## config.mk

```make
export PLATFORM = sky130hd
export DESIGN_NAME = bbdg_cfg
export DESIGN_NICKNAME = d
export VERILOG_FILES = /design/src/hw/rtl/assert_macros.svh /design/src/hw/rtl/bbdg_pkg.sv /design/src/hw/rtl/bbdg_cfg.sv
export SDC_FILE = /design/constraint.sdc
export NUM_CORES = 1
export LEC_CHECK = 0
export CAP_MARGIN = 20
export CORE_MARGIN = 2
export CORE_UTILIZATION = 55
export DETAILED_ROUTE_END_ITERATION = 10
export DONT_BUFFER_PORTS = 1
export PLACE_DENSITY_LB_ADDON = 0.2
export RECOVER_POWER = 25
export SLEW_MARGIN = 20
export SYNTH_ARGS = -nofsm -noshare
export SYNTH_HDL_FRONTEND = slang
export SYNTH_SLANG_ARGS = --single-unit
```

## constraint.sdc

```tcl
create_clock -name i_clk -period 1.9 [get_ports i_clk]
set_input_delay 0.38 -clock i_clk [delete_from_list [all_inputs] [get_ports i_clk]]
set_output_delay 0.38 -clock i_clk [all_outputs]
set_load 0.02 [all_outputs]
```

## src/hw/rtl/assert_macros.svh

```systemverilog
// ----------------------------------------------------------------------------
// assertion macros
// shared concurrent assertion forms, reset-qualified, reporting by $error
// ----------------------------------------------------------------------------
`ifndef ASSERT_MACROS_SVH
`define ASSERT_MACROS_SVH

// same-cycle implication
`define ASSERT_IMPLY(label, clk, rst_n, ante, cons, msg) \
    label: assert property (@(posedge clk) disable iff (!rst_n) (ante) |-> (cons)) \
        else $error(msg);

// next-cycle implication
`define ASSERT_NEXT(label, clk, rst_n, ante, cons, msg) \
    label: assert property (@(posedge clk) disable iff (!rst_n) (ante) |=> (cons)) \
        else $error(msg);

`endif

```

## src/hw/rtl/bbdg_pkg.sv

```systemverilog
// ----------------------------------------------------------------------------
// bbdg_pkg
// shared types and constants of the bayer demosaic with channel gain
// ----------------------------------------------------------------------------
`default_nettype none

package bbdg_pkg;

    localparam int CFG_ADDR_W = 5;
    localparam int CFG_DATA_W = 32;
    localparam int PIX_W      = 8;
    localparam int OUT_COL_W  = 10;
    localparam int OUT_ROW_W  = 12;

    // largest geometry the line stores and the position counters support
    localparam int LINE_PIXELS_MAX = 1024;
    localparam int FRAME_LINES_MAX = 4096;

    // register indexes (byte address / 4)
    localparam logic [2:0] REG_FRAME_WIDTH  = 3'd0;
    localparam logic [2:0] REG_FRAME_HEIGHT = 3'd1;
    localparam logic [2:0] REG_PHASE_COL    = 3'd2;
    localparam logic [2:0] REG_PHASE_ROW    = 3'd3;
    localparam logic [2:0] REG_RED_GAIN     = 3'd4;
    localparam logic [2:0] REG_GREEN_GAIN   = 3'd5;
    localparam logic [2:0] REG_BLUE_GAIN    = 3'd6;

    localparam logic [10:0] FRAME_WIDTH_RST  = 11'd352;
    localparam logic [12:0] FRAME_HEIGHT_RST = 13'd288;
    localparam logic [9:0]  RED_GAIN_RST     = 10'd384;
    localparam logic [9:0]  GREEN_GAIN_RST   = 10'd346;
    localparam logic [9:0]  BLUE_GAIN_RST    = 10'd461;

    typedef logic [PIX_W-1:0] t_pix;

    typedef struct packed {
        logic [10:0] frame_width;
        logic [12:0] frame_height;
        logic        phase_col;
        logic        phase_row;
        logic [9:0]  red_gain;
        logic [9:0]  green_gain;
        logic [9:0]  blue_gain;
    } t_cfg;

endpackage

`default_nettype wire

```

## src/hw/rtl/bbdg_cfg.sv

```systemverilog
// ----------------------------------------------------------------------------
// bbdg_cfg
// apb register file: geometry, bayer phase and channel gains
// ----------------------------------------------------------------------------
`default_nettype none

module bbdg_cfg
    import bbdg_pkg::*;
(
    input  wire logic                  i_clk,
    input  wire logic                  i_rst_n,
    input  wire logic                  i_psel,
    input  wire logic                  i_penable,
    input  wire logic                  i_pwrite,
    input  wire logic [CFG_ADDR_W-1:0] i_paddr,
    input  wire logic [CFG_DATA_W-1:0] i_pwdata,
    output logic      [CFG_DATA_W-1:0] o_prdata,
    output logic                       o_pready,
    output t_cfg                       o_cfg
);

    t_cfg       r_cfg;
    t_cfg       n_cfg;
    logic [2:0] reg_idx;
    logic       wr_en;

    assign reg_idx  = i_paddr[4:2];
    assign wr_en    = i_psel && i_penable && i_pwrite;
    assign o_pready = 1'b1;
    assign o_cfg    = r_cfg;

    always_comb begin
        n_cfg = r_cfg;
        if (wr_en) begin
            case (reg_idx)
                REG_FRAME_WIDTH:  n_cfg.frame_width  = i_pwdata[10:0];
                REG_FRAME_HEIGHT: n_cfg.frame_height = i_pwdata[12:0];
                REG_PHASE_COL:    n_cfg.phase_col    = i_pwdata[0];
                REG_PHASE_ROW:    n_cfg.phase_row    = i_pwdata[0];
                REG_RED_GAIN:     n_cfg.red_gain     = i_pwdata[9:0];
                REG_GREEN_GAIN:   n_cfg.green_gain   = i_pwdata[9:0];
                REG_BLUE_GAIN:    n_cfg.blue_gain    = i_pwdata[9:0];
                default:          n_cfg = r_cfg;
            endcase
        end
    end

    always_ff @(posedge i_clk) begin
        if (!i_rst_n) begin
            r_cfg.frame_width  <= FRAME_WIDTH_RST;
            r_cfg.frame_height <= FRAME_HEIGHT_RST;
            r_cfg.phase_col    <= 1'b0;
            r_cfg.phase_row    <= 1'b0;
            r_cfg.red_gain     <= RED_GAIN_RST;
            r_cfg.green_gain   <= GREEN_GAIN_RST;
            r_cfg.blue_gain    <= BLUE_GAIN_RST;
        end else begin
            r_cfg <= n_cfg;
        end
    end

    always_comb begin
        case (reg_idx)
            REG_FRAME_WIDTH:  o_prdata = {21'd0, r_cfg.frame_width};
            REG_FRAME_HEIGHT: o_prdata = {19'd0, r_cfg.frame_height};
            REG_PHASE_COL:    o_prdata = {31'd0, r_cfg.phase_col};
            REG_PHASE_ROW:    o_prdata = {31'd0, r_cfg.phase_row};
            REG_RED_GAIN:     o_prdata = {22'd0, r_cfg.red_gain};
            REG_GREEN_GAIN:   o_prdata = {22'd0, r_cfg.green_gain};
            REG_BLUE_GAIN:    o_prdata = {22'd0, r_cfg.blue_gain};
            default:          o_prdata = '0;
        endcase
    end

endmodule

`default_nettype wire

```

==> metrics <==
Final min period 1.82 ns; CTS hold repair buffers 0; GRT overflow 0; Design Power 2.07 mW; CTS clk-pin slew, worst paths 0.10 ns; wire per inst 18.4 um; num ports 131; Yosys top cell by area dfxtp_1; initial antenna violation count 0; number of synthesized flops with an enable pin 0; Post-DP HPWL 4.69 mm; ranking of synthesized cells by area dfxtp_1 40%, mux2i_1 16%, nand2_1 6.6%, buf_4 5.6%, o211ai_1 3.4%; sequential fraction of the synthesis area 39.6%; DP Area 2800 um^2; Slew @ Worst Pin 1.05 ns; PD cells 724 nW/um^2; P_leak 1.18 nW; number of buffers added for setup after CTS 0; Final Setup Violations 0; beginning of the worst register-to-register path o_cfg[2]; Top FF cell, synth dfxtp_1; die height 75.8 um; CTS Buf Count 5; Slew headroom 29.8%; htree depth 2; clock sink count 56; top cells by count, synth 56 x dfxtp_1, 50 x nand2_1, 44 x mux2i_1; Hold Startpoint i_rst_n; Area Overhead vs Synth 0.927%; vias per cell 5.84; GRT Total Usage 23.7%; Tcrit/Tclk final 95.7%; DR vias 2165; initial DRC count 129; Worst VDD drop 402 uV; Max Fclk 550 MHz; final wirelength 6.82 mm; # nets final 342; Placer Congestion 0.779; CTS tree done; vias in the first global route 1914; first-pass GRT wire length 10.0 mm; DRT Pass-1 Iters 4; DRT antenna net count 0; Hold Vio Cnt, Final 0; CTS root buf clkbuf_8; RSZ-0062 raised after global routing no; max reg flops 56; reg2reg setup slack 1.03 ns; Filler cells 489; Final Max Slew Viols 0; RR Endpoint o_cfg[2]; cell count after synthesis 305; Crit path largest cell delay 0.50 ns; design area 2860 um^2; CTS-repair resized insts 0; die footprint 5740 um^2; Global Route met3 Usage 8.47%; grt met2 use 37.6%; Core Box Area 5040 um^2; maximum buffer depth of the clock tree 2; worst r2r path cells 2; TNS Setup 0 ns; Avg Inst Size Synth 9.29 um^2; FFs w/ async S/R, synth 0%; Layout Skew 0 ns; Worst EP required 1.52 ns; HP Class input pin to flop; Synth Cell Area 2830 um^2; worst-path fanout max 3; met1 GRT Util 30.6%; CP arrival 1.44 ns; status finished, final reports clean; Yosys cell types 37; Clock Latency Late Sink 0.31 ns; Startpoint Class flop; largest net degree at the start of global routing 69; post-route DRC violation count 0; row cnt 26; Die Width 75.8 um; synthesized flop and latch total 56; share of layout cells above drive strength 1 9.97%; slowest stage cell, crit path dfxtp_1; top-area cell type share of the netlist area 39.6%; port buffer count 0; sequence of cells on the critical path mux2_2 -> o22ai_1 -> a31oi_1 -> buf_4; Initial Util 56.2%; n_diodes 0; busiest layer in global routing met2; WS Path Type flop to output port; most frequent cell after synthesis dfxtp_1; capturing element type of the critical path output port; crit path from o_cfg[32]; Yosys Warn Count 0; critical path endpoint o_prdata[0]; Max Cap Viol 0
## layout make-up
type / instances / area (um^2) / share of cell area [%]
clock buffers: 7 / 86.3 / 3.02
clock inverters: 1 / 7.51 / 0.263
inverters: 12 / 45.0 / 1.58
repair buffers: 12 / 82.6 / 2.89
flip-flops and latches: 56 / 1120 / 39.3
well taps: 70 / 87.6 / 3.06
multi-input cells: 213 / 1430 / 49.9
## layout by cell type, fill, tap and decap left out
| cell type | synthesis | layout |
|---|---|---|
| nand4b_1 | 0 | 1 |
| clkbuf_1 | 9 | 3 |
| nand2b_1 | 4 | 4 |
| o311ai_0 | 7 | 7 |
| o211ai_1 | 13 | 13 |
| a31oi_1 | 1 | 1 |
| mux2i_1 | 44 | 44 |
| and2b_1 | 1 | 1 |
| a221o_1 | 6 | 6 |
| clkbuf_8 | 0 | 6 |
| nand2_1 | 50 | 50 |
| o21a_1 | 3 | 3 |
| nor2b_1 | 1 | 1 |
| nand4_1 | 0 | 1 |
| o221ai_1 | 3 | 3 |
| inv_1 | 12 | 12 |
| nor2_2 | 2 | 2 |
| dfxtp_2 | 0 | 2 |
| dfxtp_1 | 56 | 54 |
| o31ai_1 | 2 | 2 |
| o22ai_1 | 1 | 1 |
| a22o_1 | 6 | 6 |
| clkinvlp_4 | 0 | 1 |
| and3b_1 | 2 | 2 |
| buf_4 | 21 | 10 |
| and4b_1 | 1 | 1 |
| nor2_1 | 6 | 7 |
| nand2_2 | 1 | 1 |
| conb_1 | 2 | 20 |
| mux2_2 | 8 | 8 |
| nand3_1 | 0 | 1 |
| nor3b_1 | 6 | 6 |
| or2_0 | 1 | 2 |
| or2_1 | 2 | 1 |
| o21ai_0 | 18 | 18 |
## worst max-delay path: cells and delay by family (launching register included)
kind / cells / cell delay, ns
DFF: 1 / 0.50
buffers and inverters: 1 / 0.17
AOI/OAI and AO/OA: 2 / 0.24
muxes: 1 / 0.22
## power by group
part	leakage, nW	total [mW]	switching [mW]	internal, mW
combinational	0.678	0.183	0.124	0.0590
clock	0.0445	0.681	0.383	0.297
sequential	0.453	1.21	0.0223	1.18
## metal layers
metal | part of all wire [%] | routed length, um | vias up
li1 | - | - | 1026
met4 | 0.66 | 45 | 0
met2 | 49 | 3350 | 85
met1 | 41 | 2820 | 1050
met5 | 0 | 0 | -
met3 | 8.9 | 607 | 4
## logic make-up after synthesis
kind of cell    share of synthesized area, %
simple gates                            14.7
compound gates                          15.5
flops                                   39.6
buf+inv                                 11.3
mux                                     18.7
other cells                            0.265
## worst min path at each step
stage | to | cells past startpoint | slack, ns
CTS | o_cfg[0] | 1 | 0.15
floorplan | o_cfg[43] | 2 | 0.52
finish | o_cfg[37] | 1 | 0.16
detailed placement | o_cfg[37] | 1 | 0.48
global placement | o_cfg[53] | 1 | 0.48
global route | o_cfg[50] | 1 | 0.14
## metrics by stage
stage | hold slack (ns) | utilization [%] | cells | setup slack, ns
floorplan | 0.522 | - | 323 | 0.121
global placement | 0.476 | 55.6 | 363 | 0.153
detailed placement | 0.480 | 55.6 | 363 | 0.130
CTS | 0.154 | 57.4 | 371 | 0.0451
global route | 0.141 | 56.7 | 371 | 0.0162
finish | 0.158 | 56.7 | 371 | 0.0821
No activity file was read; power rests on OpenSTA's default activity.
