[config.mk]
export PLATFORM = sky130hd
export DESIGN_NAME = bbdg_interp
export DESIGN_NICKNAME = d
export VERILOG_FILES = /design/src/hw/rtl/assert_macros.svh /design/src/hw/rtl/bbdg_pkg.sv /design/src/hw/rtl/bbdg_interp.sv
export SDC_FILE = /design/constraint.sdc
export NUM_CORES = 1
export LEC_CHECK = 0
export ABC_CLOCK_PERIOD_IN_PS = 4700
export BUFFER_PORTS_ARGS = -buffer_cell sky130_fd_sc_hd__buf_2
export CAP_MARGIN = 10
export CORE_AREA = 4 4 124 126
export CTS_BUF_LIST = sky130_fd_sc_hd__clkbuf_4 sky130_fd_sc_hd__clkbuf_8
export CTS_CLUSTER_SIZE = 24
export DETAILED_ROUTE_END_ITERATION = 6
export DIE_AREA = 0 0 128 130
export GPL_TIMING_DRIVEN = 0
export MAX_ROUTING_LAYER = met4
export PLACE_DENSITY = 0.62
export SLEW_MARGIN = 20
export SYNTH_ARGS = -nofsm -noshare
export SYNTH_HDL_FRONTEND = slang
export SYNTH_SLANG_ARGS = --single-unit
[constraint.sdc]
create_clock -name i_clk -period 4.7 [get_ports i_clk]
set_input_delay 0.94 -clock i_clk [delete_from_list [all_inputs] [get_ports i_clk]]
set_output_delay 0.94 -clock i_clk [all_outputs]
set_load 0.01 [all_outputs]
[src/hw/rtl/assert_macros.svh]
// ----------------------------------------------------------------------------
// assertion macros
// shared concurrent assertion forms, reset-qualified, reporting by $error
// ----------------------------------------------------------------------------
`ifndef ASSERT_MACROS_SVH
`define ASSERT_MACROS_SVH

// same-cycle implication
`define ASSERT_IMPLY(label, clk, rst_n, ante, cons, msg) \
    label: assert property (@(posedge clk) disable iff (!rst_n) (ante) |-> (cons)) \
        else $error(msg);

// next-cycle implication
`define ASSERT_NEXT(label, clk, rst_n, ante, cons, msg) \
    label: assert property (@(posedge clk) disable iff (!rst_n) (ante) |=> (cons)) \
        else $error(msg);

`endif

[src/hw/rtl/bbdg_pkg.sv]
// ----------------------------------------------------------------------------
// bbdg_pkg
// shared types and constants of the bayer demosaic with channel gain
// ----------------------------------------------------------------------------
`default_nettype none

package bbdg_pkg;

    localparam int CFG_ADDR_W = 5;
    localparam int CFG_DATA_W = 32;
    localparam int PIX_W      = 8;
    localparam int OUT_COL_W  = 10;
    localparam int OUT_ROW_W  = 12;

    // largest geometry the line stores and the position counters support
    localparam int LINE_PIXELS_MAX = 1024;
    localparam int FRAME_LINES_MAX = 4096;

    // register indexes (byte address / 4)
    localparam logic [2:0] REG_FRAME_WIDTH  = 3'd0;
    localparam logic [2:0] REG_FRAME_HEIGHT = 3'd1;
    localparam logic [2:0] REG_PHASE_COL    = 3'd2;
    localparam logic [2:0] REG_PHASE_ROW    = 3'd3;
    localparam logic [2:0] REG_RED_GAIN     = 3'd4;
    localparam logic [2:0] REG_GREEN_GAIN   = 3'd5;
    localparam logic [2:0] REG_BLUE_GAIN    = 3'd6;

    localparam logic [10:0] FRAME_WIDTH_RST  = 11'd352;
    localparam logic [12:0] FRAME_HEIGHT_RST = 13'd288;
    localparam logic [9:0]  RED_GAIN_RST     = 10'd384;
    localparam logic [9:0]  GREEN_GAIN_RST   = 10'd346;
    localparam logic [9:0]  BLUE_GAIN_RST    = 10'd461;

    typedef logic [PIX_W-1:0] t_pix;

    typedef struct packed {
        logic [10:0] frame_width;
        logic [12:0] frame_height;
        logic        phase_col;
        logic        phase_row;
        logic [9:0]  red_gain;
        logic [9:0]  green_gain;
        logic [9:0]  blue_gain;
    } t_cfg;

endpackage

`default_nettype wire

[src/hw/rtl/bbdg_interp.sv]
// ----------------------------------------------------------------------------
// bbdg_interp
// 3x3 window and bilinear reconstruction of the missing colors
// ----------------------------------------------------------------------------
`default_nettype none

module bbdg_interp
    import bbdg_pkg::*;
(
    input  wire logic i_clk,
    input  wire logic i_rst_n,
    input  wire logic i_shift,
    input  wire t_pix i_up,
    input  wire t_pix i_mid,
    input  wire t_pix i_pix,
    input  wire logic i_load,
    input  wire logic i_bg_row,
    input  wire logic i_same_col,
    output t_pix      o_red,
    output t_pix      o_green,
    output t_pix      o_blue
);

    // [line: 0 oldest][column: 2 newest]
    t_pix       r_win [3][3];
    t_pix       r_red;
    t_pix       r_green;
    t_pix       r_blue;
    t_pix       n_red;
    t_pix       n_green;
    t_pix       n_blue;
    logic [8:0] vert;
    logic [8:0] horz;
    logic [9:0] diag;
    logic [9:0] cross_sum;
    t_pix       center;
    t_pix       vert_avg;
    t_pix       horz_avg;
    t_pix       diag_avg;
    t_pix       cross_avg;

    always_ff @(posedge i_clk) begin
        if (!i_rst_n) begin
            for (int i = 0; i < 3; i++) begin
                for (int j = 0; j < 3; j++) begin
                    r_win[i][j] <= '0;
                end
            end
        end else if (i_shift) begin
            for (int i = 0; i < 3; i++) begin
                r_win[i][0] <= r_win[i][1];
                r_win[i][1] <= r_win[i][2];
            end
            r_win[0][2] <= i_up;
            r_win[1][2] <= i_mid;
            r_win[2][2] <= i_pix;
        end
    end

    assign center    = r_win[1][1];
    assign vert      = {1'b0, r_win[0][1]} + {1'b0, r_win[2][1]};
    assign horz      = {1'b0, r_win[1][0]} + {1'b0, r_win[1][2]};
    assign diag      = {2'b00, r_win[0][0]} + {2'b00, r_win[0][2]}
                     + {2'b00, r_win[2][0]} + {2'b00, r_win[2][2]};
    assign cross_sum = {1'b0, vert} + {1'b0, horz};
    assign vert_avg  = vert[8:1];
    assign horz_avg  = horz[8:1];
    assign diag_avg  = diag[9:2];
    assign cross_avg = cross_sum[9:2];

    always_comb begin
        if (i_bg_row) begin
            if (i_same_col) begin
                n_green = center;    n_red = vert_avg;  n_blue = horz_avg;
            end else begin
                n_blue  = center;    n_green = cross_avg; n_red = diag_avg;
            end
        end else begin
            if (i_same_col) begin
                n_red   = center;    n_green = cross_avg; n_blue = diag_avg;
            end else begin
                n_green = center;    n_red = horz_avg;  n_blue = vert_avg;
            end
        end
    end

    always_ff @(posedge i_clk) begin
        if (i_load) begin
            r_red   <= n_red;
            r_green <= n_green;
            r_blue  <= n_blue;
        end
    end

    assign o_red   = r_red;
    assign o_green = r_green;
    assign o_blue  = r_blue;

endmodule

`default_nettype wire

==> results of run 1 <==
==> cell type report <==
type | count | area share (%)
Timing Repair Buffer | 50 | 4.33
Multi-Input combinational cell | 271 | 39.3
Buffer | 20 | 1.19
Clock buffer | 9 | 1.97
Clock inverter | 7 | 0.616
Sequential cell | 96 | 45.8
Tap cell | 184 | 3.66
Inverter | 53 | 3.16
==> per-stage QoR <==
stage / std cells / power [mW] / hold slack [ns]
6_report: 690 / 2.25 / 0.576
5_1_grt: 690 / 2.39 / 0.603
4_1_cts: 690 / 2.27 / 0.585
3_5_place_dp: 674 / 1.80 / 0.568
3_3_place_gp: 673 / 1.78 / 0.560
2_1_floorplan: 440 / 1.61 / 0.548
==> routing by layer <==
layer / vias to the layer above / GRT usage (%)
met3: 16 / 3.77
met4: 0 / 5.24
met2: 74 / 23.8
met5: - / -
met1: 1669 / 17.9
li1: 1717 / -
==> placed cells by master, fill, tap and decap left out, types with 3 or more instances in the layout <==
cell type  count
edfxtp_1      96
and3_1        74
inv_1         51
buf_2         49
ha_1          29
nor2_1        20
xnor2_1       20
clkbuf_1      20
fa_1          18
a21oi_1       13
mux4_2        12
nand2_1       11
clkbuf_8       9
nor3_1         7
a21o_1         7
xor2_1         7
o21ai_0        6
a211oi_4       4
o21ai_1        4
a31oi_1        4
clkinv_2       4
o21a_1         3
o21bai_1       3
==> worst paths after layout <==
check / start / end / slack, ns / cells past startpoint
worst max-delay path: r_win[0][2] / o_blue[7] / 1.06 / 12
worst min register to register: r_win[0][49] / r_win[0][57] / 0.58 / 1
worst max register to register: r_win[0][2] / o_blue[7] / 1.06 / 12
worst min-delay path: r_win[0][49] / r_win[0][57] / 0.58 / 1
==> cell families after synthesis <==
family          Yosys count  share of synthesized area [%]
buf+inv                  73                           4.87
simple gates            123                           12.3
xor+xnor                 27                           4.21
flops                    96                           51.3
mux                      14                           5.74
fa+ha+maj                48                           13.0
compound gates           59                           8.55
==> worst register-to-register path: stages (launching register included) <==
cell      delay (ns)
edfxtp_1        0.36
inv_1           0.07
fa_1            0.50
fa_1            0.52
inv_1           0.07
fa_1            0.45
nand2_1         0.08
nand2_1         0.06
a21oi_1         0.25
o21bai_1        0.10
a21oi_1         0.22
o21ai_0         0.22
mux4_2          0.50
==> registers in the layout (all words and copies together) (netlist names) <==
register,cells
o_blue,8
o_green,8
o_red,8
r_win,72
==> power by group through the flow <==
stage	Sequential (mW)	Combinational (mW)	Clock, mW
after global placement	1.10	0.672	0
after CTS	1.08	0.700	0.486
after global routing	1.09	0.775	0.522
after floorplan	1.12	0.488	0
final	1.08	0.696	0.466
after detailed placement	1.10	0.696	0
==> results.txt, run 1 <==
- Setup TNS after final layout: 0 ns
- Root Buffer Master: clkbuf_8
- Number of I/O pins: 54
- The number of clock buffers added by TritonCTS is 9.
- Met3 routed wirelength: 520 um
- Kind of cell adding the most delay to the critical path: adder cells
- CTS tree: done
- 0 antenna diodes ended up in the layout.
- Worst clock skew on the final layout: 0.0169 ns
* Sink count of the clock tree: 96
- Die Height: around 130 um
- The number of antenna violations at the first check in global routing was 0.
- Cell with the largest stage delay on the worst path: fa_1
- The detailed router finished its first iteration with 163 violations.
- Max incr delay on CP: approximately 0.52 ns
* Cell row count: 44
- Core box area: 0.0143 mm2
- Summing all placed instances gives a cell area of about 0.0061 mm2.
- The netlist uses 43 different library cells.
* Arrival time reported for the critical path endpoint: 3.76 ns
- For this run, design rule violations remaining after detail routing come to 0.
- Total nets after synthesis: 517
* CP Buf/Inv Count: 2
- Die Outline Area: 0.0166 mm2
- For this configuration, the core starts out at a cell density of 39.3%.
* Wire length of the first global-routing pass: 18.1 mm
- Req. time, crit path: 4.82 ns
- The worst setup path is launched from a register.
- The final max-slew violation count was 0.
- Power density relative to cell area: 357 mW/mm2
- In the final routed layout, each cell accounts on average for 16.3 um.
- Utilization after layout: 44.0%
- Warnings, synthesis: 0
- Maximum number of pins on one net before global-route repair: 50
* Crit path top cell by count: fa_1
* Highest clock rate: 275 MHz
* Clock share of power: a little over a fifth
* Post-cts sizing count: 0
- The sequential cells in the finished layout cover a total of 0.00288 mm2.
- Vias in the first global route: 3533
- Instance count of the mapped netlist: 440
* Average cell area after synthesis: 12.8 um2
* Setup repair after global routing missed its margin: no
- At the pin with the least slew margin, the transition time is 0.710 ns.
- Crit end category: register
* Result of the run: finished, final reports clean
- The highest metal layer carrying signal wires in the routed design is met4.
- Number of storage elements in the synthesis netlist: 96
- Sequential cells account for 48.2% of the total power.
* Per-cell via count in the routed design: 5.04
- Detailed placement ended at an HPWL of 8.91 mm.
- In the post-synthesis netlist, the cell with the most instances is edfxtp_1.
* Lkg Pwr: 2.83 nW
- Fin nets: slightly below 600
* Total global-route track usage: 14.7%
- Summed instance area of the synthesized netlist: ~0.0056 mm2
- Cts-stage hold buffer count: 0
- The detailed router put a total of 5.02 mm of wire on met1.
- Summing all non-filler instances in the final layout gives an area of 0.00629 mm2.
* Biggest area contributors in the synthesized netlist: edfxtp_1 (51%), and3_1 (8.2%), ha_1 (6.5%)
- The area growth from synthesis to layout is 12.0%.
* Proportion of power drawn by combinational gates: 31.0%
* Sw Ratio: 31.0%
- Worst VDD drop: 0.281 mV
* Leftover overflow at the end of global routing: 0
- Routed wire length on met2: 5.51 mm
- Final weighted congestion in routability-driven placement: 0.870
- Count of input and output buffers: between 40 and 50
- Multi-input gate area in the final layout: 0.00247 mm2
* Fraction of registers with async set/reset: 0%
- Cell types with the highest counts after synthesis: edfxtp_1 (96), and3_1 (74), inv_1 (51)
- H-tree level count: 3
* Leading register cell type out of synthesis: edfxtp_1
- The clock reaches the later pin of the worst-skew pair after between 0.3 and 0.4 ns.
- The filler cells instantiated in the layout total 1370.
- The critical path in this run is classified as register to register.
- Maximum buffer depth of the clock tree: 2
- Reported net switching power: 696 uW
- Tmin final: around 3.6 ns
- The min-delay analysis places its worst path in the category register to register.
- ANT nets after route: 0
* Critical path cell sequence: inv_1, fa_1, fa_1, inv_1, fa_1, nand2_1, nand2_1, a21oi_1, o21bai_1, a21oi_1, o21ai_0, mux4_2
- Detailed-route wire length: 11.2 mm
- Final period util: 77.5%
* Via total after detailed routing: approximately 3500
* Maxcap violations: 0
- Proportion of layout cells with a drive suffix above 1: 18.6%
- First-pass detailed-route iteration total: 4
- Number of failing setup endpoints in the final timing report: 0
* Clock slew seen by the registers of the worst setup and hold paths: 0.09 ns
- Pint: 1.55 mW
* Cell type with the largest total area after synthesis: edfxtp_1
* Setup slack of the critical path after layout: between 1 and 1.5 ns
- Hold violation count in the final report: 0
* Relative max-transition margin: 52.5%
- Die W: 128 um
- EDFF count, synth: 96
- Post-synthesis sequential area ratio: a little over 50%
- Of all nets on the critical path, the largest fanout is 2.
- DP Worst Slack: 1.07 ns
- Fraction of post-synthesis cell area in the top cell type by area: 51.3%
- After clock tree synthesis, the setup repair step added 0 buffers.
Power figures use the tool's default switching activity.
==> run 2, diff against run 1 <==
- ABC_CLOCK_PERIOD_IN_PS: 4700 -> 3100
- PLACE_DENSITY: 0.62 -> 0.64
- clock period: 4.7 -> 3.1 ns (I/O delays scaled with it)
==> run 2 against run 1 <==
The flow now finishes with violations (setup timing). Sequential share of layout area down 2.3 points. Register-to-register slack worse by 1.4 ns. Setup slack worse by 1.4 ns. Routed wire length up 1.5%. Non-clock buffer count up 12. Flip-flop and latch count unchanged. Final area up 5.2%. Final cell count up 1.7%. First-iteration DRC count up 79%. Largest cell class unchanged. Largest power group unchanged. Highest routed layer unchanged.
==> results.txt, run 2 (synthesized netlist as in run 1, its figures left out) <==
- Worst VDD drop: 0.423 mV
- The final max-slew violation count came to 0.
- Timing would allow up to slightly below 300 MHz.
* Hold violation count in the final report: 0
- Critical path cell sequence: inv_2, fa_1, fa_1, inv_2, fa_2, nand2_1, nand2_1, a21oi_2, o21bai_1, a21oi_2, xnor2_2, mux4_2
* DP Cell Count: 674
- Avg WL per Cell: 16.3 um
- Most common library cell in the layout ignoring fill and taps: edfxtp_1
* Type of the worst min-delay path: primary input to register
* Maxcap violations: 0
* Initial antenna violation count: 0
* Proportion of layout cells with a drive suffix above 1: 27.6%
- The worst path in the final design needs a cycle of 3.44 ns, including I/O delays and setup.
- Cell with the largest stage delay on the worst path: fa_1
* Standard cell area after detailed placement: 0.00615 mm2
* Setup slack of the critical path after layout: -0.339 ns
- The layout has 1344 filler cells.
* Pint: 2.63 mW
- The clock network accounts for between 20% and 30% of the total power.
- Final period util: 111%
* Via total after detailed routing: about 3600
- The detailed router finished its first iteration with 292 violations.
- Multi-input gate area in the final layout: 0.00267 mm2
* Cts-stage hold buffer count: 0
- DP Worst Slack: -0.342 ns
* Req. time, crit path: 3.21 ns
* Per-cell via count in the routed design: 5.07
- Most flop-heavy register: r_win
* Root Buffer Master: clkbuf_8
- Die Outline Area: 0.0166 mm2
* Wire length of the first global-routing pass: 19.3 mm
- Across the routed clock network, the largest skew measured is 0.0151 ns.
* Clock slew seen by the registers of the worst setup and hold paths: about 0.09 ns
- Maximum fanout along the worst path: 2
* Setup repair after global routing missed its margin: yes
- CP Buf/Inv Count: 2
* Maximum number of pins on one net before global-route repair: 50
- The net count of the finished layout is a little under 600.
* Seq pwr share: between 40% and 50%
- The via count of the first global-routing pass is 3746.
- Arrival time reported for the critical path endpoint: 3.55 ns
- Kind of critical path: register to register
* Crit end category: register
- In this run the remaining antenna-violating nets after routing total 0.
* Proportion of power drawn by combinational gates: 33.2%
- First-pass detailed-route iteration total: 5
- The library cells used most frequently in the layout, excluding fill and tap cells, are edfxtp_1 (96), and3_1 (74), buf_2 (49).
- For the pin with the worst max-slew slack, the measured transition is 0.698 ns.
- Final weighted congestion in routability-driven placement: approximately 0.84
* Sw Ratio: 30.1%
- Kind of cell adding the most delay to the critical path: adder cells
* Utilization after layout: 46.3%
- Lkg Pwr: 2.95 nW
- Die W: roughly 130 um
- The analysis attributes to net switching a power of around 1.1 mW.
- Detailed-route wire length: 11.4 mm
* Footprint of the flip-flops and latches: 0.00288 mm2
- The register with the most flip-flops in the layout has 72 of them.
- Across every metal layer, demand over resource in global routing totals between 10% and 20%.
- The flow ran to the end, but the final reports show violations.
- Clock latency of the later-clocked register in the worst-skew pair: 0.38 ns
* Area growth from synthesis to layout: 17.8%
* Final instance area: 0.00663 mm2
- R2R setup slack: -0.34 ns
- The initial utilization of the core area, before any placement, comes to 39.3%.
- Counting every sink on the clock net gives 96.
- HPWL after detailed placement: 8.88 mm
* Leftover overflow at the end of global routing: 0
* CTS tree: done
- Number of clock buffers inserted by TritonCTS: 9
* DRC viols: 0
* Violations in the final reports: setup timing
- The finished layout holds 702 standard cells, fillers aside.
- Maximum buffer depth of the clock tree: 2
* Number of I/O pins: 54
- The floorplan has 44 rows.
- Relative max-transition margin: 53.3%
* Count of input and output buffers: 49
- Critical path launch point type: register
- Antenna diode instance count: 0
* Die Height: 130 um
- H-tree level count: 3
* Core box area: around 0.014 mm2
- For this run, the slowest stage of the critical path takes 0.56 ns.
- Power density relative to cell area: 568 mW/mm2
- Setup violations remaining at the end of the flow were counted as 13.
[run 2: changes by cell type in the layout (fill, tap and decap cells not counted), moves of 4 or more]
cell	previous run	this run
xnor2_1	20	16
buf_4	0	12
xnor2_2	0	4
ha_1	29	24
a21oi_1	13	8
a21oi_2	1	5
[run 2: path summary, 6_finish.rpt]
| check | endpoint | cells past startpoint | from |
|---|---|---|---|
| worst max-delay path | o_blue[5] | 12 | r_win[0][2] |
| worst min-delay path | r_win[0][53] | 2 | i_pix[5] |
| worst max register to register | o_blue[5] | 12 | r_win[0][2] |
| worst min register to register | r_win[0][14] | 1 | r_win[0][6] |
[run 2: timing repair]
item,4_1_cts,5_1_grt
setup endpoints to repair,14,16
resized for setup,24,13
setup buffers,12,3
pin swaps,12,16
[run 2: power by group through the flow]
stage	sequential [mW]	clock (mW)	combinational (mW)
after floorplan	1.70	0	0.755
after global placement	1.67	0	1.03
after detailed placement	1.67	0	1.07
after CTS	1.64	0.894	1.19
after global routing	1.66	0.960	1.39
final	1.64	0.872	1.25
[run 2: routing by layer]
layer	GRT usage [%]	vias up	wire length [um]
met4	4.37	0	54
li1	-	1737	-
met3	3.93	7	717
met2	25.9	96	5750
met5	-	-	0
met1	18.9	1716	4890
[run 2: area by class of cell]
class	instances	share of cell area, %
timing repair buffer	62	5.48
clock inverter	7	1.30
buffer	20	1.13
clock buffer	9	1.87
inverter	53	3.00
multi-input combinational	271	40.2
tap	184	3.47
sequential	96	43.5
[run 2: stage by stage]
| step | setup TNS, ns | power [mW] | hold WS [ns] |
|---|---|---|---|
| 2_1_floorplan | -0.116 | 2.45 | 0.548 |
| 3_3_place_gp | -54.34 | 2.70 | 0.560 |
| 3_5_place_dp | -2.72 | 2.74 | 0.563 |
| 4_1_cts | -2.09 | 3.72 | 0.524 |
| 5_1_grt | -4.29 | 4.01 | 0.523 |
| 6_report | -2.37 | 3.77 | 0.546 |
