==> config.mk <==
export PLATFORM = sky130hd
export DESIGN_NAME = bbdg_gain
export DESIGN_NICKNAME = d
export VERILOG_FILES = /design/src/hw/rtl/assert_macros.svh /design/src/hw/rtl/bbdg_pkg.sv /design/src/hw/rtl/bbdg_gain.sv
export SDC_FILE = /design/constraint.sdc
export NUM_CORES = 1
export LEC_CHECK = 0
export BUFFER_PORTS_ARGS = -buffer_cell sky130_fd_sc_hd__buf_2
export CAP_MARGIN = 20
export CORE_MARGIN = 5
export CORE_UTILIZATION = 55
export DETAILED_ROUTE_END_ITERATION = 7
export PLACE_DENSITY = 0.76
export SYNTH_ARGS = -nofsm -noshare
export SYNTH_HDL_FRONTEND = slang
export SYNTH_SLANG_ARGS = --single-unit
==> constraint.sdc <==
create_clock -name i_clk -period 9.4 [get_ports i_clk]
set_input_delay 0.94 -clock i_clk [delete_from_list [all_inputs] [get_ports i_clk]]
set_output_delay 0.94 -clock i_clk [all_outputs]
set_load 0.01 [all_outputs]
==> src/hw/rtl/assert_macros.svh <==
// ----------------------------------------------------------------------------
// assertion macros
// shared concurrent assertion forms, reset-qualified, reporting by $error
// ----------------------------------------------------------------------------
`ifndef ASSERT_MACROS_SVH
`define ASSERT_MACROS_SVH

// same-cycle implication
`define ASSERT_IMPLY(label, clk, rst_n, ante, cons, msg) \
    label: assert property (@(posedge clk) disable iff (!rst_n) (ante) |-> (cons)) \
        else $error(msg);

// next-cycle implication
`define ASSERT_NEXT(label, clk, rst_n, ante, cons, msg) \
    label: assert property (@(posedge clk) disable iff (!rst_n) (ante) |=> (cons)) \
        else $error(msg);

`endif

==> src/hw/rtl/bbdg_pkg.sv <==
// ----------------------------------------------------------------------------
// bbdg_pkg
// shared types and constants of the bayer demosaic with channel gain
// ----------------------------------------------------------------------------
`default_nettype none

package bbdg_pkg;

    localparam int CFG_ADDR_W = 5;
    localparam int CFG_DATA_W = 32;
    localparam int PIX_W      = 8;
    localparam int OUT_COL_W  = 10;
    localparam int OUT_ROW_W  = 12;

    // largest geometry the line stores and the position counters support
    localparam int LINE_PIXELS_MAX = 1024;
    localparam int FRAME_LINES_MAX = 4096;

    // register indexes (byte address / 4)
    localparam logic [2:0] REG_FRAME_WIDTH  = 3'd0;
    localparam logic [2:0] REG_FRAME_HEIGHT = 3'd1;
    localparam logic [2:0] REG_PHASE_COL    = 3'd2;
    localparam logic [2:0] REG_PHASE_ROW    = 3'd3;
    localparam logic [2:0] REG_RED_GAIN     = 3'd4;
    localparam logic [2:0] REG_GREEN_GAIN   = 3'd5;
    localparam logic [2:0] REG_BLUE_GAIN    = 3'd6;

    localparam logic [10:0] FRAME_WIDTH_RST  = 11'd352;
    localparam logic [12:0] FRAME_HEIGHT_RST = 13'd288;
    localparam logic [9:0]  RED_GAIN_RST     = 10'd384;
    localparam logic [9:0]  GREEN_GAIN_RST   = 10'd346;
    localparam logic [9:0]  BLUE_GAIN_RST    = 10'd461;

    typedef logic [PIX_W-1:0] t_pix;

    typedef struct packed {
        logic [10:0] frame_width;
        logic [12:0] frame_height;
        logic        phase_col;
        logic        phase_row;
        logic [9:0]  red_gain;
        logic [9:0]  green_gain;
        logic [9:0]  blue_gain;
    } t_cfg;

endpackage

`default_nettype wire

==> src/hw/rtl/bbdg_gain.sv <==
// ----------------------------------------------------------------------------
// bbdg_gain
// per-channel q2.8 gain, truncation and saturation into the result register
// ----------------------------------------------------------------------------
`default_nettype none

module bbdg_gain
    import bbdg_pkg::*;
(
    input  wire logic i_clk,
    input  wire logic i_load,
    input  wire t_pix i_red,
    input  wire t_pix i_green,
    input  wire t_pix i_blue,
    input  wire t_cfg i_cfg,
    output t_pix      o_red,
    output t_pix      o_green,
    output t_pix      o_blue
);

    logic [17:0] prod_r;
    logic [17:0] prod_g;
    logic [17:0] prod_b;
    t_pix        r_red;
    t_pix        r_green;
    t_pix        r_blue;

    function automatic t_pix sat_shift(input logic [17:0] prod);
        t_pix res;
        if (prod[17:16] != 2'b00) begin
            res = '1;
        end else begin
            res = prod[15:8];
        end
        return res;
    endfunction

    assign prod_r = 18'(i_red)   * 18'(i_cfg.red_gain);
    assign prod_g = 18'(i_green) * 18'(i_cfg.green_gain);
    assign prod_b = 18'(i_blue)  * 18'(i_cfg.blue_gain);

    always_ff @(posedge i_clk) begin
        if (i_load) begin
            r_red   <= sat_shift(prod_r);
            r_green <= sat_shift(prod_g);
            r_blue  <= sat_shift(prod_b);
        end
    end

    assign o_red   = r_red;
    assign o_green = r_green;
    assign o_blue  = r_blue;

endmodule

`default_nettype wire
==> results of run 1 <==
## cells by family after synthesis
family	Yosys count
buf+inv	185
xor+xnor	21
mux	1
fa+ha+maj	246
simple gates	346
flops	24
compound gates	112
## metal layers
metal	up-vias	part of all wire	global-route usage
li1	3145	-	-
met2	148	0.51	0.368
met4	0	0.011	0.0311
met3	21	0.036	0.0168
met1	3283	0.44	0.275
met5	-	0	0
## per-stage QoR
stage / hold slack [ns] / std cells / area (sq um) / worst slack, ns / total power, mW
5_1_grt: 1.22 / 1193 / 9200 / 3.86 / 2.25
4_1_cts: 1.20 / 1193 / 9200 / 4.15 / 2.00
2_1_floorplan: 1.05 / 935 / 8530 / 4.42 / 1.52
3_5_place_dp: 1.36 / 1189 / 9090 / 3.90 / 1.87
6_report: 1.19 / 1193 / 9200 / 4.13 / 1.99
3_3_place_gp: 1.35 / 1189 / 9090 / 3.93 / 1.83
## state kept, by name (all words and copies together) (netlist names)
signal,count
o_blue,8
o_green,8
o_red,8
## area by class of cell
type,count,area [sq um],share of cell area
repair buffers,79,395,0.0430
well taps,188,235,0.0256
clock buffers,3,75.1,0.00816
multi-input cells,726,7090,0.771
clock inverters,1,30.0,0.00327
inverters,172,646,0.0702
flip-flops and latches,24,721,0.0784
## power by group
group          switching (mW)  internal (mW)  leakage (nW)  total (mW)
combinational           0.942          0.684          4.37        1.63
sequential             0.0215          0.222         0.238       0.243
clock                  0.0330         0.0845        0.0511       0.118
total                   0.996          0.991          4.66        1.99
## cell usage after synthesis, types with 6 or more instances
cell / count / area (sq um)
nor2_1: 13 / 48.8
o21bai_1: 9 / 67.6
and2_1: 202 / 1260
nand3_1: 21 / 105
fa_1: 141 / 2820
clkbuf_1: 8 / 30.0
a21o_1: 10 / 75.1
xnor2_1: 14 / 123
inv_1: 172 / 646
nand2_1: 60 / 225
a21oi_1: 32 / 160
nand4_1: 10 / 62.6
nand2b_1: 12 / 75.1
edfxtp_1: 24 / 721
o21ai_0: 22 / 110
ha_1: 105 / 1310
xor2_1: 6 / 52.6
## final timing paths
check,startpoint,endpoint,depth (start not counted)
worst min-delay path,i_load,o_red[2]$_SDFFCE_PP1P_,1
worst max-delay path,i_red[2],o_red[6]$_SDFFCE_PP1P_,15
## worst max-delay path, stage by stage
cell	delay (ns)
buf_2	0.16
and2_1	0.19
fa_1	0.50
fa_1	0.52
fa_1	0.49
inv_1	0.05
fa_1	0.47
inv_1	0.04
ha_1	0.41
a21oi_4	0.26
o21ai_2	0.07
a311o_1	0.40
a32oi_2	0.18
nand4b_2	0.24
a2111o_1	0.35
==> flow_summary_export.csv, run 1 <==
group,metric,value,unit
yosys,synth.yosys.seq_area_share,0.0845,
yosys,avgSynthCellArea,9.12,sq um
yosys,yosys.area_share.simple,0.233,
power_and_ir_drop,p_leak,4.66,nW
grt,grt_pass1_wl,31200,um
clocking,clk_pin_slew,0.06,ns
yosys,synth_mux_area_frac,0.00117,
finish,drive_gt1_frac,0.0965,
power_and_ir_drop,peakVddDrop,0.128,mV
worst_setup_path,cp_max_fo,10,
sta,max_slew_margin,0.599,
yosys,ys_types,67,
yosys,synth_ff_type,"edfxtp_1",
sta,drv_slew,0,
clocking,cts_made_buffers,3,
sta,period_needed,5.27,ns
drt,drtIter0Drc,410,
die,start_util,0.561,
worst_setup_path,criticalPathCategory,"in2reg",
yosys,synth_edf_count,24,
yosys,ys_warn_count,0,
die,die_y,135,um
flow_run,cap_violations,0,
clocking,clkSinkCount,24,
drt,route.detailed.drc,0,
yosys,syn-num-nets,1263,
drt,dr_total_vias,6597,
die,coreArea,15200,sq um
clocking,post_cts_resized,0,
yosys,async_flop_share,0,
yosys,synth_compound_area_frac,0.0896,
yosys,syn_inst,935,
sta,tightest_slew,0.597,ns
yosys,netlist_area,8530,sq um
yosys,yosys.area_share.xor_xnor,0.0224,
hold_path,hp-class,"in2reg",
worst_setup_path,worstPathArrival,5.27,ns
sta,setup_tns,0,ns
sta,setup_viol,0,
finish,final_cell_mix,"and2_1, inv_1, fa_1",
grt,grt_max_degree,25,
finish,final_common_cell,"and2_1",
die,chipWidth,135,um
worst_setup_path,end_kind,"register",
place,dp_hpwl,15100,um
run_status,status,"finished, final reports clean",
grt,grt_antenna_before_repair,0,
drt,ant_nets,0,
clocking,clock_path_buffers,2,
clocking,h-tree-depth,1,
finish,area_growth,7.80,%
yosys,synth_top_family_by_area,"adder cells",
finish,fin_nets,1334,
place,port_buffers,79,
sta,final_hold_viol_count,0,
sta,rsz0062_at_grt,"no",
finish,fill_cells,1355,
die,die-area,18100,sq um
clocking,cts_hold_buffers,0,
finish,n_antenna_cell,0,
sta,fmax,190,MHz
grt,groute.usage.overall,0.204,
sta,period_share,0.561,
clocking,cts_tree,"yes",
grt,grt_remaining_overflow,0,
yosys,synth_seq_cells,24,
die,pin_count,106,
power_and_ir_drop,powerDensity,216,nW/um^2
die,rows,45,
worst_setup_path,critPathLaunchType,"input pin",
yosys,synth_fa_ha_area_frac,0.485,
drt,avgViaCountPerCell,5.53,
drt,drtPass1Iterations,5,
drt,wirelength,17700,um
place,gp_congestion,0.887,
clocking,cts_setup_buffers,0,
worst_setup_path,required,9.40,ns
clocking,cts_root_buf,"clkbuf_16",
drt,wire_per_inst,14.8,um
grt,grt_pass1_vias,6692,
finish,utilization,0.605,
No activity file was read; power rests on OpenSTA's default activity.
==> run 2: changes to the inputs <==
ABC_AREA = 1   (was not set)
clock period = 5.1 ns   (was 9.4 ns; I/O delays follow)
==> run 2 against run 1 <==
Against the previous run:
- critical path type unchanged
- critical path depth increased by 4
- utilization decreased by 1.1 points
- largest power group unchanged
- highest routed layer unchanged
- non-clock buffer count unchanged
- clock-buffer cell count unchanged
==> flow_summary_export.csv, run 2 <==
group,metric,value,unit
run_status,status,"finished, final reports clean",
yosys,synth_fa_ha_area_frac,0.448,
yosys,netlist_area,9240,sq um
yosys,ys_warn_count,0,
worst_setup_path,required,5.10,ns
clocking,h-tree-depth,1,
sta,setup_viol,0,
die,coreArea,16500,sq um
grt,groute.usage.overall,0.194,
finish,area_growth,6.31,%
finish,fin_nets,1691,
die,chipWidth,140,um
yosys,ys_top_cells_by_area,"fa_1, inv_1, nand2_1, ha_1, edfxtp_1",
clocking,clock_path_buffers,2,
clocking,clkSinkCount,24,
drt,wire_per_inst,11.4,um
sta,setup_tns,0,ns
worst_setup_path,worstPathArrival,4.31,ns
clocking,cts_hold_buffers,0,
worst_setup_path,critPathCapture,"o_red[3]$_SDFFCE_PP1P_",
drt,wirelength,18000,um
sta,max_slew_margin,0.655,
power_and_ir_drop,p_leak,6.77,nW
clocking,cts_setup_buffers,0,
worst_setup_path,slowest_stage,"fa_1",
worst_setup_path,worstPathCellList,"buf_2, nand2_1, inv_1, fa_1, fa_1, fa_1, inv_1, fa_1, inv_1, ha_1, a21o_1, a21oi_1, nor2_1, nor2_1, nand2_1, nand2_1, nand2_2, nor2_4, nand2_1",
sta,rsz0062_at_grt,"no",
yosys,async_flop_share,0,
grt,grt_remaining_overflow,0,
sta,period_share,0.846,
yosys,syn-num-nets,1655,
die,rows,47,
sta,finalWorstSetupSlack,0.783,ns
worst_setup_path,criticalPathCategory,"in2reg",
yosys,synth_mux_area_frac,0,
finish,n_antenna_cell,0,
drt,dr_total_vias,7602,
die,pin_count,106,
yosys,synth_compound_area_frac,0.0463,
yosys,syn_inst,1327,
worst_setup_path,startpoint,"i_red[2]",
yosys,yosys.area_share.xor_xnor,0.0171,
finish,final_cell_mix,"inv_1, nand2_1, fa_1",
hold_path,hp-class,"in2reg",
yosys,synth_commonest_cells,"inv_1, nand2_1, fa_1, ha_1, clkbuf_1",
finish,final_common_cell,"inv_1",
yosys,synth_top_family_by_area,"adder cells",
drt,route.detailed.drc,0,
clocking,cts_tree,"yes",
yosys,synth_top_area_cell,"fa_1",
drt,drtIter0Drc,311,
finish,fill_cells,1568,
grt,grt_pass1_wl,32900,um
clocking,cts_made_buffers,3,
worst_setup_path,cp_max_fo,10,
die,start_util,0.559,
grt,grt_max_degree,25,
clocking,post_cts_resized,0,
finish,drive_gt1_frac,0.0830,
yosys,synth_edf_count,24,
yosys,yosys.area_share.simple,0.211,
worst_setup_path,cp_slowest_stage_delay,0.51,ns
die,die_y,140,um
drt,avgViaCountPerCell,4.81,
worst_setup_path,end_kind,"register",
sta,fmax,232,MHz
place,dp_hpwl,16000,um
clocking,clk_pin_slew,0.06,ns
worst_setup_path,critPathLaunchType,"input pin",
yosys,synth_ff_type,"edfxtp_1",
power_and_ir_drop,powerDensity,380,nW/um^2
drt,ant_nets,0,
sta,tightest_slew,0.518,ns
yosys,avgSynthCellArea,6.96,sq um
place,port_buffers,79,
sta,final_hold_viol_count,0,
grt,grt_antenna_before_repair,0,
drt,drtPass1Iterations,5,
place,pre_cts_ws,0.515,ns
grt,grt_pass1_vias,7715,
sta,final.hold.worst_slack,0.766,ns
place,gp_congestion,0.866,
die,die-area,19500,sq um
yosys,yosysTopAreaCellShare,0.306,
yosys,ys_types,23,
flow_run,cap_violations,0,
power_and_ir_drop,peakVddDrop,0.255,mV
yosys,synth.yosys.seq_area_share,0.0780,
sta,period_needed,4.32,ns
yosys,synth_seq_cells,24,
sta,drv_slew,0,
finish,utilization,0.594,
clocking,cts_root_buf,"clkbuf_16",
yosys,yosysMostFrequentCell,"inv_1",
[run 2: changes by cell type in the layout (fill, tap and decap cells not counted), sizes merged, moves of 5 or more]
| cell | previous run | this run |
|---|---|---|
| o21ai | 26 | 15 |
| nor2 | 13 | 45 |
| and3 | 6 | 0 |
| xnor2 | 15 | 7 |
| inv | 172 | 439 |
| a21oi | 34 | 39 |
| nand4 | 11 | 0 |
| xor2 | 6 | 11 |
| and2 | 202 | 0 |
| nand3 | 21 | 33 |
| nand2b | 12 | 0 |
| nand2 | 60 | 390 |
[run 2: report_power, final]
part           internal [mW]  switching [mW]  total [mW]  leakage [nW]
Sequential             0.405          0.0390       0.444         0.238
Clock                  0.156          0.0594       0.215        0.0511
Combinational           1.18            1.89        3.07          6.48
Total                   1.74            1.99        3.73          6.77
[run 2: cell families after synthesis]
logic type,Yosys count
AOI/OAI and AO/OA,75
xor gates and xnor gates,18
adders and majority gates,246
buffers and inverters,487
DFF,24
and+or+nand+nor,477
[run 2: how the worst min path moves through the flow]
stage | startpoint | end | slack (ns) | cells after the start
4_1_cts | i_load | o_blue[0]$_SDFFCE_PP1P_ | 0.77 | 1
2_1_floorplan | i_load | o_blue[0]$_SDFFCE_PP1P_ | 0.62 | 0
5_1_grt | i_load | o_blue[4]$_SDFFCE_PP1P_ | 0.78 | 1
3_5_place_dp | o_blue[0]$_SDFFCE_PP1P_ | o_blue[0] | 0.92 | 1
6_report | i_load | o_blue[0]$_SDFFCE_PP1P_ | 0.77 | 1
3_3_place_gp | o_blue[0]$_SDFFCE_PP1P_ | o_blue[0] | 0.92 | 1
[run 2: layout make-up]
| type | instances | area, sq um | area share |
|---|---|---|---|
| flip-flops and latches | 24 | 721 | 0.0734 |
| clock buffers | 3 | 75.1 | 0.00765 |
| repair buffers | 79 | 395 | 0.0403 |
| well taps | 220 | 275 | 0.0280 |
| clock inverters | 1 | 30.0 | 0.00306 |
| inverters | 439 | 1650 | 0.168 |
| multi-input cells | 816 | 6670 | 0.680 |
[run 2: worst max-delay path, delay by kind of cell]
family,cells,cell delay [ns]
fa+ha+maj,5,2.30
simple gates,8,0.77
compound gates,2,0.41
buf+inv,4,0.31
[run 2: per-layer routing]
metal / GRT usage / up-vias / share of wire
met5: 0 / - / 0
met4: 0.0316 / 0 / 0.015
met3: 0.0172 / 22 / 0.046
met2: 0.353 / 158 / 0.50
met1: 0.258 / 3589 / 0.44
li1: - / 3833 / -
[run 2: per-stage QoR]
| stage | power (mW) | instances | area (sq um) |
|---|---|---|---|
| 2_1_floorplan | 2.84 | 1327 | 9240 |
| 3_3_place_gp | 3.47 | 1578 | 9710 |
| 3_5_place_dp | 3.53 | 1578 | 9710 |
| 4_1_cts | 3.77 | 1582 | 9820 |
| 5_1_grt | 4.28 | 1582 | 9820 |
| 6_report | 3.73 | 1582 | 9820 |
==> run 3: changes to the inputs <==
clock period = 4.5 ns   (was 5.1 ns; I/O delays follow)
==> run 3 against run 2 <==
Against the previous run:
- hold slack worse by 0.059 ns
- flip-flop and latch count is the same
- final area increased by 0.69%
- combinational power grew 15%
- sequential power rose by 14%
- clock power up 14%
- utilization up 0.41 points
- first-iteration DRC count rose by 38%
- die area stayed put
- total power is 15% higher
- clock-buffer cell count did not move
- setup slack lost 0.51 ns
- critical path type unchanged
- critical endpoint is now o_red[2]$_SDFFCE_PP1P_
==> flow_summary_export.csv, run 3 (synthesis gave the netlist of run 2 again) <==
group,metric,value,unit
sta,final_hold_viol_count,0,
finish,fin_area,9890,sq um
grt,grt_antenna_before_repair,0,
worst_setup_path,cp.buffers_inverters,4,
drt,wire_per_inst,11.6,um
drt,dr_total_vias,7604,
worst_setup_path,slowest_stage,"fa_1",
die,coreArea,16500,sq um
die,die-area,19500,sq um
worst_setup_path,critPathTopFamily,"adder cells",
finish,area_growth,7.05,%
finish,drive_gt1_frac,0.0906,
worst_setup_path,end_kind,"register",
sta,finalWorstSetupSlack,0.268,ns
clocking,clkSinkCount,24,
flow_run,cap_violations,0,
die,die_y,140,um
grt,grt_pass1_vias,7854,
sta,period_needed,4.23,ns
place,port_buffers,79,
sta,tightest_slew,0.522,ns
drt,avgViaCountPerCell,4.79,
drt,route.detailed.drc,0,
clocking,cts_hold_buffers,0,
finish,final_cell_mix,"inv_1, nand2_1, fa_1",
clocking,clock_path_buffers,2,
die,rows,47,
place,gp_congestion,0.893,
sta,final.hold.worst_slack,0.707,ns
die,start_util,0.559,
worst_setup_path,critPathLaunchType,"input pin",
finish,fill_cells,1554,
sta,rsz0062_at_grt,"no",
hold_path,hp-class,"in2reg",
drt,drtPass1Iterations,7,
finish,utilization,0.598,
sta,period_share,0.940,
sta,drv_slew,0,
power_and_ir_drop,peakVddDrop,0.313,mV
sta,setup_viol,0,
clocking,cts_root_buf,"clkbuf_16",
clocking,clk_pin_slew,0.06,ns
sta,max_slew_margin,0.652,
hold_path,hold_path_depth,1,
worst_setup_path,worstPathCellList,"buf_2, nand2_1, inv_1, fa_1, fa_1, fa_1, inv_1, fa_1, inv_1, ha_1, a21o_1, a21oi_2, nor2_1, nor2_2, nand2_1, nand2_1, nand2_2, nor2_4, nand2_1",
grt,grt_max_degree,25,
grt,groute.usage.overall,0.199,
sta,setup_tns,0,ns
grt,grt_pass1_wl,33600,um
clocking,cts_made_buffers,3,
finish,n_antenna_cell,0,
clocking,cts_tree,"yes",
power_and_ir_drop,p_leak,6.81,nW
clocking,h-tree-depth,1,
worst_setup_path,cp_slowest_stage_delay,0.52,ns
power_and_ir_drop,powerDensity,433,nW/um^2
finish,final_common_cell,"inv_1",
place,pre_cts_ws,-0.0519,ns
sta,fmax,236,MHz
drt,drtIter0Drc,430,
finish,fin_nets,1698,
die,chipWidth,140,um
run_status,status,"finished, final reports clean",
place,dp_hpwl,16200,um
die,pin_count,106,
drt,wirelength,18500,um
place,placed_cell_area,9760,sq um
drt,ant_nets,0,
hold_path,hold_path_end,"o_blue[0]$_SDFFCE_PP1P_",
worst_setup_path,worstPathArrival,4.23,ns
worst_setup_path,criticalPathCategory,"in2reg",
worst_setup_path,required,4.50,ns
grt,grt_remaining_overflow,0,
hold_path,min-delay-start,"i_load",
worst_setup_path,cp_max_fo,10,
-- run 3: cell count changes in the layout (fill, tap and decap cells not counted), sizes merged --
cell    before  now
buf         79   85
clkbuf       3    4
-- run 3: cell type report --
| class | count | area [sq um] | area share |
|---|---|---|---|
| repair buffers | 86 | 450 | 0.0456 |
| inverters | 439 | 1650 | 0.167 |
| flip-flops and latches | 24 | 721 | 0.0729 |
| multi-input cells | 816 | 6690 | 0.676 |
| well taps | 220 | 275 | 0.0278 |
| clock buffers | 3 | 75.1 | 0.00759 |
| clock inverters | 1 | 30.0 | 0.00304 |
-- run 3: per-layer routing --
metal  vias to the layer above  wire [um]  part of all wire  global-route usage
met5                         -          0                 0                   0
met4                         0        334             0.018              0.0342
met3                        28        931             0.050              0.0189
met2                       184       9370              0.51               0.368
met1                      3543       7830              0.42               0.258
li1                       3849          -                 -                   -
-- run 3: worst max path at each step --
stage	from	end	slack [ns]	cells past startpoint
after floorplan	i_red[3]	o_red[0]$_SDFFCE_PP1P_	0.24	19
after global placement	i_red[2]	o_red[6]$_SDFFCE_PP1P_	0.04	20
after detailed placement	i_red[2]	o_red[0]$_SDFFCE_PP1P_	-0.05	20
after CTS	i_red[2]	o_red[0]$_SDFFCE_PP1P_	0.21	20
after global routing	i_red[2]	o_red[2]$_SDFFCE_PP1P_	0.003	19
final	i_red[2]	o_red[2]$_SDFFCE_PP1P_	0.27	19
-- run 3: timing repair --
item | 4_1_cts | 5_1_grt
resized for setup | 0 | 5
setup endpoints to repair | 0 | 8
buffers inserted | 0 | 1
-- run 3: report_power, final --
part / switching [mW] / internal [mW]
combinational: 2.17 / 1.36
sequential: 0.0466 / 0.460
clock: 0.0689 / 0.176
-- run 3: per-stage QoR --
stage	power (mW)	std cells
6_report	4.28	1589
5_1_grt	4.92	1589
4_1_cts	4.29	1588
3_5_place_dp	4.01	1584
3_3_place_gp	3.94	1584
2_1_floorplan	3.22	1327
